**src/trtp_pkg.sv**
```systemverilog
// shared types and constants for the task runtime top-n profiler
// no dependencies

package trtp_pkg;

  localparam int unsigned IdW        = 22;
  localparam int unsigned StampW     = 64;
  localparam int unsigned TaskSlots  = 64;
  localparam int unsigned ReportCnt  = 10;

  typedef enum logic {
    KIND_SWITCH = 1'b0,
    KIND_REPORT = 1'b1
  } kind_e;

  typedef struct packed {
    kind_e              kind;
    logic [IdW-1:0]     prev_id;
    logic [IdW-1:0]     next_id;
    logic [StampW-1:0]  now;
  } item_t;

  typedef struct packed {
    logic  valid;
    item_t item;
  } queue_out_t;

endpackage

```
**src/trtp_front.sv**
```systemverilog
// front end: accepts input transfers, drops ignored switch events, queues the rest
// depends on trtp_pkg

module trtp_front (
  input  logic                            clk_i,
  input  logic                            rst_ni,
  input  logic                            in_valid_i,
  output logic                            in_stall_o,
  input  logic                            action_i,
  input  logic [trtp_pkg::IdW-1:0]        prev_task_id_i,
  input  logic [trtp_pkg::IdW-1:0]        next_task_id_i,
  input  logic [trtp_pkg::StampW-1:0]     now_stamp_i,
  input  logic                            kernel_context_i,
  output trtp_pkg::queue_out_t            q_o,
  input  logic                            pop_i
);

  trtp_pkg::item_t entry_q [2];
  logic            wr_ptr_q, rd_ptr_q;
  logic [1:0]      count_q, count_d;
  logic            push;
  logic            keep;
  trtp_pkg::item_t new_item;

  always_comb begin
    new_item.kind    = action_i ? trtp_pkg::KIND_REPORT : trtp_pkg::KIND_SWITCH;
    new_item.prev_id = prev_task_id_i;
    new_item.next_id = next_task_id_i;
    new_item.now     = now_stamp_i;
    keep = action_i || (!kernel_context_i && (prev_task_id_i != next_task_id_i));
  end

  assign in_stall_o = (count_q == 2'd2);
  assign push       = in_valid_i && !in_stall_o && keep;
  assign q_o.valid  = (count_q != 2'd0);
  assign q_o.item   = entry_q[rd_ptr_q];

  always_comb begin
    count_d = count_q;
    if (push && !(pop_i && q_o.valid)) begin
      count_d = count_q + 2'd1;
    end else if (!push && pop_i && q_o.valid) begin
      count_d = count_q - 2'd1;
    end
  end

  always_ff @(posedge clk_i or negedge rst_ni) begin
    if (!rst_ni) begin
      wr_ptr_q <= 1'b0;
      rd_ptr_q <= 1'b0;
      count_q  <= 2'd0;
    end else begin
      count_q <= count_d;
      if (push) begin
        wr_ptr_q <= ~wr_ptr_q;
      end
      if (pop_i && q_o.valid) begin
        rd_ptr_q <= ~rd_ptr_q;
      end
    end
  end

  always_ff @(posedge clk_i) begin
    if (push) begin
      entry_q[wr_ptr_q] <= new_item;
    end
  end

endmodule

```
**config.mk**
```make
export PLATFORM = sky130hd
export DESIGN_NAME = trtp_front
export DESIGN_NICKNAME = d
export VERILOG_FILES = /design/src/trtp_pkg.sv /design/src/trtp_front.sv
export SDC_FILE = /design/constraint.sdc
export NUM_CORES = 1
export LEC_CHECK = 0
export ABC_AREA = 1
export BUFFER_PORTS_ARGS = -buffer_cell sky130_fd_sc_hd__buf_2
export CORE_ASPECT_RATIO = 1.2
export CORE_MARGIN = 2
export CORE_UTILIZATION = 41
export CTS_CLUSTER_SIZE = 12
export DETAILED_ROUTE_END_ITERATION = 10
export GPL_TIMING_DRIVEN = 0
export PLACE_DENSITY_LB_ADDON = 0.1
export SYNTH_ARGS = -nofsm -noshare
export SYNTH_HDL_FRONTEND = slang
export SYNTH_SLANG_ARGS = --single-unit
```
**constraint.sdc**
```tcl
create_clock -name clk_i -period 14.1 [get_ports clk_i]
set_input_delay 2.82 -clock clk_i [delete_from_list [all_inputs] [get_ports clk_i]]
set_output_delay 2.82 -clock clk_i [all_outputs]
set_load 0.02 [all_outputs]
```
==> flow_summary_export.csv, run 1 <==
group,metric,value,unit
yosys,ys_types,14,
clock_tree,cts_resized,0,
global_route,grt_usage,0.159,
routing,drc,0,
placement,hpwlAfterDp,12.3,mm
clock_tree,clkLatencyLatePin,490,ps
global_route,grt_max_degree,33,
worst_setup_path,cp-end-kind,"primary output",
yosys,ys_warn_count,0,
worst_setup_path,critPathLaunchType,"register",
yosys,synth_ff_type,"edfxtp_1",
floorplanning,core_area,20300,um^2
placement,placement.cell_area,10200,um^2
pwr,p_leak,4.83,nW
timing,layout_setup_ws,8980,ps
global_route,grt_antenna_before_repair,3,
routing,wire_per_inst,14.2,um
cells_and_area,final_nets,1088,
timing,clock_skew,12.0,ps
worst_setup_path,path_max_fanout,10,
cells_and_area,area_growth,27.0,%
timing,hold_viol,0,
clock_tree,clk_pin_slew,60,ps
routing,drt_iter0_markers,247,
clock_tree,cts_tree,"yes",
floorplanning,die_h,162,um
worst_setup_path,crit_type,"register to primary output",
clock_tree,clock-sinks,222,
timing,setup_violations,0,
timing,timing.hold.ws,554,ps
worst_hold_path,min_path_type,"register to register",
routing,wirelength,17.7,mm
yosys,synth_common_cells,"nand2_1, edfxtp_1, inv_1, nor2_1, clkbuf_1",
clock_tree,post_cts_buffers,0,
clock_tree,htreeDepth,1,
timing,finalCritPeriodShare,0.363,
cells_and_area,layout-drive-gt1-share,0.268,
global_route,overflow,0,
yosys,yosysMostFrequentCell,"nand2_1",
worst_setup_path,arrival,2300,ps
floorplanning,initial_core_util,0.421,
clock_tree,clk_path_buf_depth,3,
placement,io_buffers,224,
routing,detail-route-antenna-nets,0,
clock_tree,clockRootBuffer,"clkbuf_16",
timing,fin_setup_tns,0,ps
yosys,synth_edf_count,218,
global_route,first_global_vias,5306,
routing,first_pass_iters,4,
timing,rsz0062_at_grt,"false",
timing,report.final.slew_viol_count,0,
placement,dp_slack,9120,ps
pwr,total_power,2.23,mW
yosys,ys_ff_latch,222,
yosys,async_reset_ff_frac,0.0180,
yosys,ys_seq_area_frac,0.777,
timing,min_period,5120,ps
global_route,grt_pass1_wl,26.9,mm
pwr,cellPowerDensity,205,nW/um^2
yosys,yosysTopAreaCell,"edfxtp_1",
pwr,max-vdd-ir-drop,0.0965,mV
routing,via_per_inst,4.42,
routing,vias,5541,
floorplanning,rows,57,
job,maxCapViolCount,0,
timing,tightest_slew,808,ps
yosys,synth_area_leaders,"edfxtp_1, nand2_1, inv_1, dfrtp_1, nor2_1",
timing,max_freq,0.195,GHz
yosys,synthesis.area,8550,um^2
clock_tree,postCtsHoldBufs,0,
yosys,synth_top_area_frac,0.766,
yosys,netlist_instances,717,
placement,gp_congestion,0.731,
cells_and_area,fin_area,10900,um^2
clock_tree,numCtsBuffers,23,
yosys,syn_nets,831,
floorplanning,dieArea,22000,um^2
worst_setup_path,worstPathRequired,11280,ps
timing,relSlewSlack,0.460,
yosys,synth.avg_cell_area,11.9,um^2
status,status,"finished, final reports clean",
floorplanning,io_pins,225,
floorplanning,die_w,136,um
-- stage by stage --
step / utilization / instances
CTS: 0.534 / 1250
global placement: 0.492 / 1206
finish: 0.534 / 1253
floorplan: - / 717
global route: 0.534 / 1251
detailed placement: 0.502 / 1214
-- layout make-up --
| type | count | area [um^2] |
|---|---|---|
| fillers | 1782 | 9470 |
| flip-flops and latches | 222 | 6650 |
| multi-input cells | 429 | 1670 |
| repair buffers | 232 | 1300 |
| clock buffers | 33 | 613 |
| well taps | 265 | 332 |
| inverters | 42 | 158 |
| plain buffers | 24 | 92.6 |
| clock inverters | 3 | 37.5 |
| diodes | 3 | 7.51 |
-- cell families (layout without fill, tap and decap cells) --
kind of cell,count (synthesis),count (layout),synth area share
compound gates,1,1,0.000585
xor+xnor,5,5,0.00512
buf+inv,66,334,0.0293
flops,222,222,0.777
other cells,0,3,0
simple gates,423,423,0.188
-- worst paths after layout --
check                                 end  slack, ps  cells after the start        from
setup / recovery                  q_o[95]       8980                      6    rd_ptr_q
hold / removal                 count_q[1]        550                      3  count_q[1]
setup reg to reg           entry_q[0][46]      11890                      6  count_q[1]
hold reg to reg                count_q[1]        550                      3  count_q[1]
max in group asynchronous      count_q[1]      11850                      1      rst_ni
min in group asynchronous        wr_ptr_q       2120                      1      rst_ni
-- per-layer routing --
metal	track usage	up-vias	wire length (um)
met2	0.266	183	8550
li1	-	2853	-
met5	0	-	0
met4	0.0492	0	371
met3	0.0581	28	1820
met1	0.191	2477	6990
-- flip-flops by register name, summed over array words and instances (netlist names) --
register	count
count_q	2
entry_q	218
rd_ptr_q	1
wr_ptr_q	1
-- critical path: stages (launching register included) --
cell and delay, ps:
dfrtp_1 370, inv_1 60, clkbuf_1 530, clkbuf_1 480
nand2_1 120, nand2_1 80, buf_2 170
-- report_power, final --
| part | internal (mW) | switching (mW) | leakage [nW] |
|---|---|---|---|
| clock network | 0.316 | 0.221 | 0.313 |
| registers | 0.859 | 0.0247 | 2.05 |
| logic | 0.236 | 0.574 | 2.46 |
-- cells in the final DEF, fill, tap and decap left out, drive strengths merged --
| cell type | Yosys | final |
|---|---|---|
| inv | 42 | 42 |
| a21oi | 1 | 1 |
| nand2 | 393 | 393 |
| buf | 4 | 236 |
| clkbuf | 20 | 53 |
| diode | 0 | 3 |
| xor2 | 3 | 3 |
| nand3 | 4 | 4 |
| clkinv | 0 | 2 |
| nor2 | 26 | 26 |
| dfrtp | 4 | 4 |
| edfxtp | 218 | 218 |
| bufinv | 0 | 1 |
| xnor2 | 2 | 2 |
No activity file was read; power rests on OpenSTA's default activity.
==> inputs of run 2 (changes only) <==
Settings changed: ABC_AREA 1 to 0.
Clock period 14.1 ns to 4.4 ns, I/O delays scaled along.
==> run 2 against run 1 <==
  * Combinational power grew to 2.7 times the previous value
  * First-iteration DRC count is 0.81% higher
  * Cell count decreased by 26%
  * Synthesized cell count fell by 45%
  * Critical path type unchanged
  * Critical endpoint is now q_o[93]
  * Highest routed layer unchanged
==> flow_summary_export.csv, run 2 <==
group,metric,value,unit
worst_setup_path,crit_chain,"clkbuf_1 > buf_2 > mux2_2 > buf_2",
worst_setup_path,worstPathRequired,3520,ps
global_route,overflow,0,
yosys,ys_seq_area_frac,0.798,
clock_tree,post_cts_buffers,0,
clock_tree,clk_pin_slew,60,ps
cells_and_area,mostFrequentLayoutCell,"buf_2",
worst_setup_path,arrival,2360,ps
floorplanning,die_w,134,um
clock_tree,clk_path_buf_depth,3,
floorplanning,rows,57,
clock_tree,clockRootBuffer,"clkbuf_16",
yosys,async_reset_ff_frac,0.0180,
yosys,synth.avg_cell_area,21.2,um^2
floorplanning,core_area,20100,um^2
yosys,ys_types,23,
worst_setup_path,cp-end-kind,"primary output",
timing,hold_viol,0,
cells_and_area,fin_area,10600,um^2
status,status,"finished, final reports clean",
timing,fin_setup_tns,0,ps
global_route,grt_max_degree,33,
yosys,ys_warn_count,0,
clock_tree,numCtsBuffers,24,
placement,placement.cell_area,9920,um^2
clock_tree,cts_tree,"yes",
cells_and_area,largest_reg_flops,218,
routing,via_per_inst,4.80,
cells_and_area,top_register,"entry_q",
timing,finalCritPeriodShare,0.737,
yosys,ys_ff_latch,222,
routing,vias,4477,
routing,wire_per_inst,18.7,um
global_route,grt_pass1_wl,26.0,mm
routing,drc,0,
placement,io_buffers,224,
routing,drt_iter0_markers,249,
timing,timing.hold.ws,173,ps
worst_setup_path,cpPeakStageDelay,500,ps
job,maxCapViolCount,0,
placement,gp_congestion,0.714,
timing,setup_violations,0,
cells_and_area,most-common-layout-cells,"buf_2, edfxtp_1, mux2_2, clkbuf_16, xor2_1",
clock_tree,htreeDepth,1,
clock_tree,cts_resized,0,
cells_and_area,final_nets,763,
timing,relSlewSlack,0.490,
worst_setup_path,crit_type,"register to primary output",
placement,placed_cells,888,
yosys,yosysTopAreaCell,"edfxtp_1",
global_route,first_global_vias,4748,
timing,max_freq,0.308,GHz
cells_and_area,reg_top3,"entry_q x218, count_q x2",
yosys,yosysMostFrequentCell,"edfxtp_1",
timing,rsz0062_at_grt,"false",
timing,report.final.slew_viol_count,0,
yosys,synth_common_cells,"edfxtp_1, mux2_2, xor2_1, buf_2, dfrtp_1",
worst_setup_path,path_max_fanout,10,
timing,tightest_slew,764,ps
worst_hold_path,min_path_type,"primary input to asynchronous set/reset pin",
worst_setup_path,critPathLaunchType,"register",
yosys,syn_nets,507,
cells_and_area,fin_util,0.529,
yosys,synth_edf_count,218,
worst_setup_path,crit_top_cell,"buf_2",
cells_and_area,fin_cells,932,
routing,wirelength,17.4,mm
yosys,synthesis.area,8330,um^2
routing,first_pass_iters,5,
global_route,grt_antenna_before_repair,2,
yosys,synth_area_leaders,"edfxtp_1, mux2_2, xor2_1, dfrtp_1, buf_2",
yosys,synth_top_area_frac,0.786,
clock_tree,clock-sinks,222,
cells_and_area,area_growth,27.6,%
timing,min_period,3240,ps
pwr,cellPowerDensity,646,nW/um^2
yosys,synth_ff_type,"edfxtp_1",
clock_tree,clkLatencyLatePin,500,ps
floorplanning,die_h,160,um
floorplanning,io_pins,225,
floorplanning,initial_core_util,0.414,
routing,detail-route-antenna-nets,0,
global_route,grt_usage,0.158,
pwr,p_leak,3.97,nW
pwr,max-vdd-ir-drop,0.350,mV
yosys,netlist_instances,393,
cells_and_area,layout-drive-gt1-share,0.579,
timing,clock_skew,14.3,ps
worst_setup_path,slowest_stage,"clkbuf_1",
placement,hpwlAfterDp,11.8,mm
clock_tree,postCtsHoldBufs,0,
floorplanning,dieArea,21500,um^2
[run 2: layout make-up]
class	count	area, um^2
Multi-Input combinational cell	157	1630
Tap cell	265	332
Fill cell	1702	9480
Clock buffer	37	681
Timing Repair Buffer	230	1240
Clock inverter	5	27.5
Buffer	12	57.6
Sequential cell	222	6650
Antenna cell	2	5.00
Inverter	2	7.51
[run 2: cells by family after synthesis]
family,synth area share
flops,0.798
mux,0.149
xor+xnor,0.0263
simple gates,0.0141
buf+inv,0.00781
compound gates,0.00526
[run 2: power breakdown]
group          switching [mW]  total [mW]  internal, mW  leakage, nW
Combinational            1.34        2.21         0.868         1.56
Sequential             0.0836        2.84          2.76         2.07
Clock                   0.747        1.81          1.06        0.343
Total                    2.18        6.86          4.69         3.97
[run 2: critical path: cells and delay by family (launching register included)]
family                 cells  cell delay, ps
muxes                      1             380
buffers and inverters      3            1120
DFF                        1             340
[run 2: worst paths after layout]
kind	start	end	slack, ps	depth (start not counted)
min in group clk_i	now_stamp_i[0]	entry_q[0][0]	560	1
hold / removal	rst_ni	count_q[1]	170	1
max in group asynchronous	rst_ni	count_q[0]	4100	1
setup / recovery	rd_ptr_q	q_o[93]	1160	4
hold reg to reg	wr_ptr_q	wr_ptr_q	570	1
setup reg to reg	count_q[1]	entry_q[0][26]	2200	5
[run 2: per-layer routing]
layer  GRT usage  wire length, um  up-vias
met5           0                0        -
met4      0.0512              402        0
met3      0.0394             1200       32
met2       0.284             9180      157
met1       0.186             6610     2219
li1            -                -     2069
[run 2: metrics by stage]
stage / setup WS [ps] / power (mW)
2_1_floorplan: -195 / 4.38
3_3_place_gp: -2140 / 5.11
3_5_place_dp: 1460 / 5.15
4_1_cts: 993 / 6.98
5_1_grt: 966 / 7.19
6_report: 1160 / 6.86
==> inputs of run 3 (changes only) <==
Settings changed: ABC_AREA 0 to 1.
Clock period 4.4 ns to 3.3 ns, I/O delays scaled along.
==> run 3 against run 2 <==
  * Final area rose by 3.1%
  * Via count rose by 26%
  * Combinational power rose by 58%
  * Largest cell class unchanged
  * Highest routed layer unchanged
==> flow_summary_export.csv, run 3 (synthesis gave the netlist of run 1 again) <==
group,metric,value,unit
status,status,"finished, final reports clean",
clock_tree,clock-sinks,222,
timing,min_period,3000,ps
timing,timing.hold.ws,339,ps
global_route,grt_antenna_before_repair,3,
floorplanning,die_h,162,um
pwr,netSwitchingFraction,0.368,
placement,hpwlAfterDp,13.0,mm
cells_and_area,mostFrequentLayoutCell,"nand2_1",
worst_setup_path,crit_type,"register to primary output",
job,maxCapViolCount,0,
cells_and_area,most-common-layout-cells,"nand2_1, buf_2, edfxtp_1, inv_1, clkbuf_1",
clock_tree,clkLatencyLatePin,500,ps
timing,report.final.slew_viol_count,0,
routing,first_pass_iters,4,
pwr,max-vdd-ir-drop,0.529,mV
cells_and_area,layout-drive-gt1-share,0.273,
worst_setup_path,worstPathRequired,2640,ps
floorplanning,core_area,20300,um^2
routing,via_per_inst,4.49,
worst_setup_path,cp-startpoint,"rd_ptr_q",
placement,dp_slack,105,ps
placement,gp_congestion,0.719,
global_route,overflow,0,
clock_tree,htreeDepth,1,
routing,wire_per_inst,15.0,um
clock_tree,numCtsBuffers,24,
timing,finalCritPeriodShare,0.909,
routing,drt_iter0_markers,243,
clock_tree,cts_tree,"yes",
timing,rsz0062_at_grt,"false",
global_route,grt_usage,0.170,
cells_and_area,reg_top3,"entry_q x218, count_q x2",
timing,setup_violations,0,
routing,vias,5656,
clock_tree,cts_resized,0,
clock_tree,clockRootBuffer,"clkbuf_16",
worst_hold_path,min_path_type,"primary input to register",
clock_tree,clk_pin_slew,60,ps
placement,io_buffers,224,
routing,detail-route-antenna-nets,0,
routing,drc,0,
worst_hold_path,hp-start,"now_stamp_i[6]",
cells_and_area,final_nets,1090,
pwr,p_leak,4.88,nW
timing,fin_setup_tns,0,ps
worst_setup_path,path_max_fanout,10,
worst_setup_path,cp-end-kind,"primary output",
cells_and_area,area_growth,28.2,%
worst_setup_path,critPathLaunchType,"register",
pwr,pwr-share-clk,0.258,
timing,max_freq,0.334,GHz
floorplanning,rows,57,
cells_and_area,top_register,"entry_q",
clock_tree,clk_path_buf_depth,3,
clock_tree,post_cts_buffers,0,
pwr,seqPwrFrac,0.386,
timing,relSlewSlack,0.523,
floorplanning,initial_core_util,0.421,
global_route,first_global_vias,5554,
worst_setup_path,arrival,2340,ps
timing,layout_setup_ws,302,ps
floorplanning,io_pins,225,
cells_and_area,largest_reg_flops,218,
clock_tree,postCtsHoldBufs,1,
worst_setup_path,crit-reg2reg-launch,"count_q[1]",
pwr,cellPowerDensity,893,nW/um^2
pwr,total_power,9.79,mW
floorplanning,dieArea,22000,um^2
pwr,p_sw,3.61,mW
global_route,grt_max_degree,31,
pwr,comb_power_share,0.356,
timing,hold_viol,0,
floorplanning,die_w,136,um
timing,tightest_slew,713,ps
pwr,p_int,6.18,mW
cells_and_area,nFillCells,1823,
global_route,grt_pass1_wl,28.9,mm
timing,clock_skew,9.17,ps
routing,wirelength,18.9,mm
[run 3: cell count changes in the layout (fill, tap and decap cells not counted), moves of 3 or more]
| cell | delta |
|---|---|
| mux2_2 | -109 |
| nor2_1 | +23 |
| xor2_1 | -20 |
| inv_1 | +40 |
| nor4_2 | -3 |
| nand3_1 | +3 |
| nand2_1 | +387 |
| buf_16 | +3 |
| buf_2 | -8 |
| nand2_2 | +3 |
| clkbuf_1 | +15 |
[run 3: final timing paths]
kind | endpoint | slack, ps | cells after the start
min in group asynchronous | count_q[1] | 540 | 2
setup / recovery | q_o[101] | 300 | 6
setup reg to reg | entry_q[0][36] | 800 | 8
hold / removal | entry_q[0][6] | 340 | 1
hold reg to reg | count_q[1] | 570 | 3
max in group asynchronous | count_q[0] | 2640 | 2
[run 3: power groups by stage]
stage	clock network (mW)	logic (mW)	registers [mW]
floorplan	0	2.13	3.85
global placement	0	3.42	3.88
detailed placement	0	3.57	3.84
CTS	2.60	3.58	3.78
global route	2.72	3.87	3.82
finish	2.52	3.49	3.78
[run 3: worst max-delay path: stages, from the launching register on]
cell and delay (ps):
dfrtp_1 370, inv_1 60, clkbuf_1 500, clkbuf_1 520, nand2_1 120, nand2_1 100
buf_2 160
[run 3: layer usage]
metal	global-route usage	share of wire	routed length [um]	vias up
li1	-	-	-	2861
met1	0.203	0.41	7680	2591
met2	0.287	0.48	8970	173
met3	0.0630	0.097	1840	31
met4	0.0488	0.020	380	0
met5	0	0	0	-
[run 3: metrics by stage]
stage          cells  instance area, um^2   util
5_1_grt         1260                11000  0.539
3_3_place_gp    1206                10000  0.493
4_1_cts         1258                11000  0.539
2_1_floorplan    717                 8570      -
6_report        1261                11000  0.539
3_5_place_dp    1214                10200  0.502
[run 3: cell type report]
class                      instances  area, um^2  share of cell area
timing repair buffer             233        1310               0.120
multi-input combinational        429        1670               0.152
antenna                            3        7.51            0.000685
tap                              265         332              0.0302
inverter                          42         158              0.0144
buffer                            24        92.6             0.00845
clock inverter                     8        60.1             0.00548
clock buffer                      35         683              0.0623
sequential                       222        6650               0.606
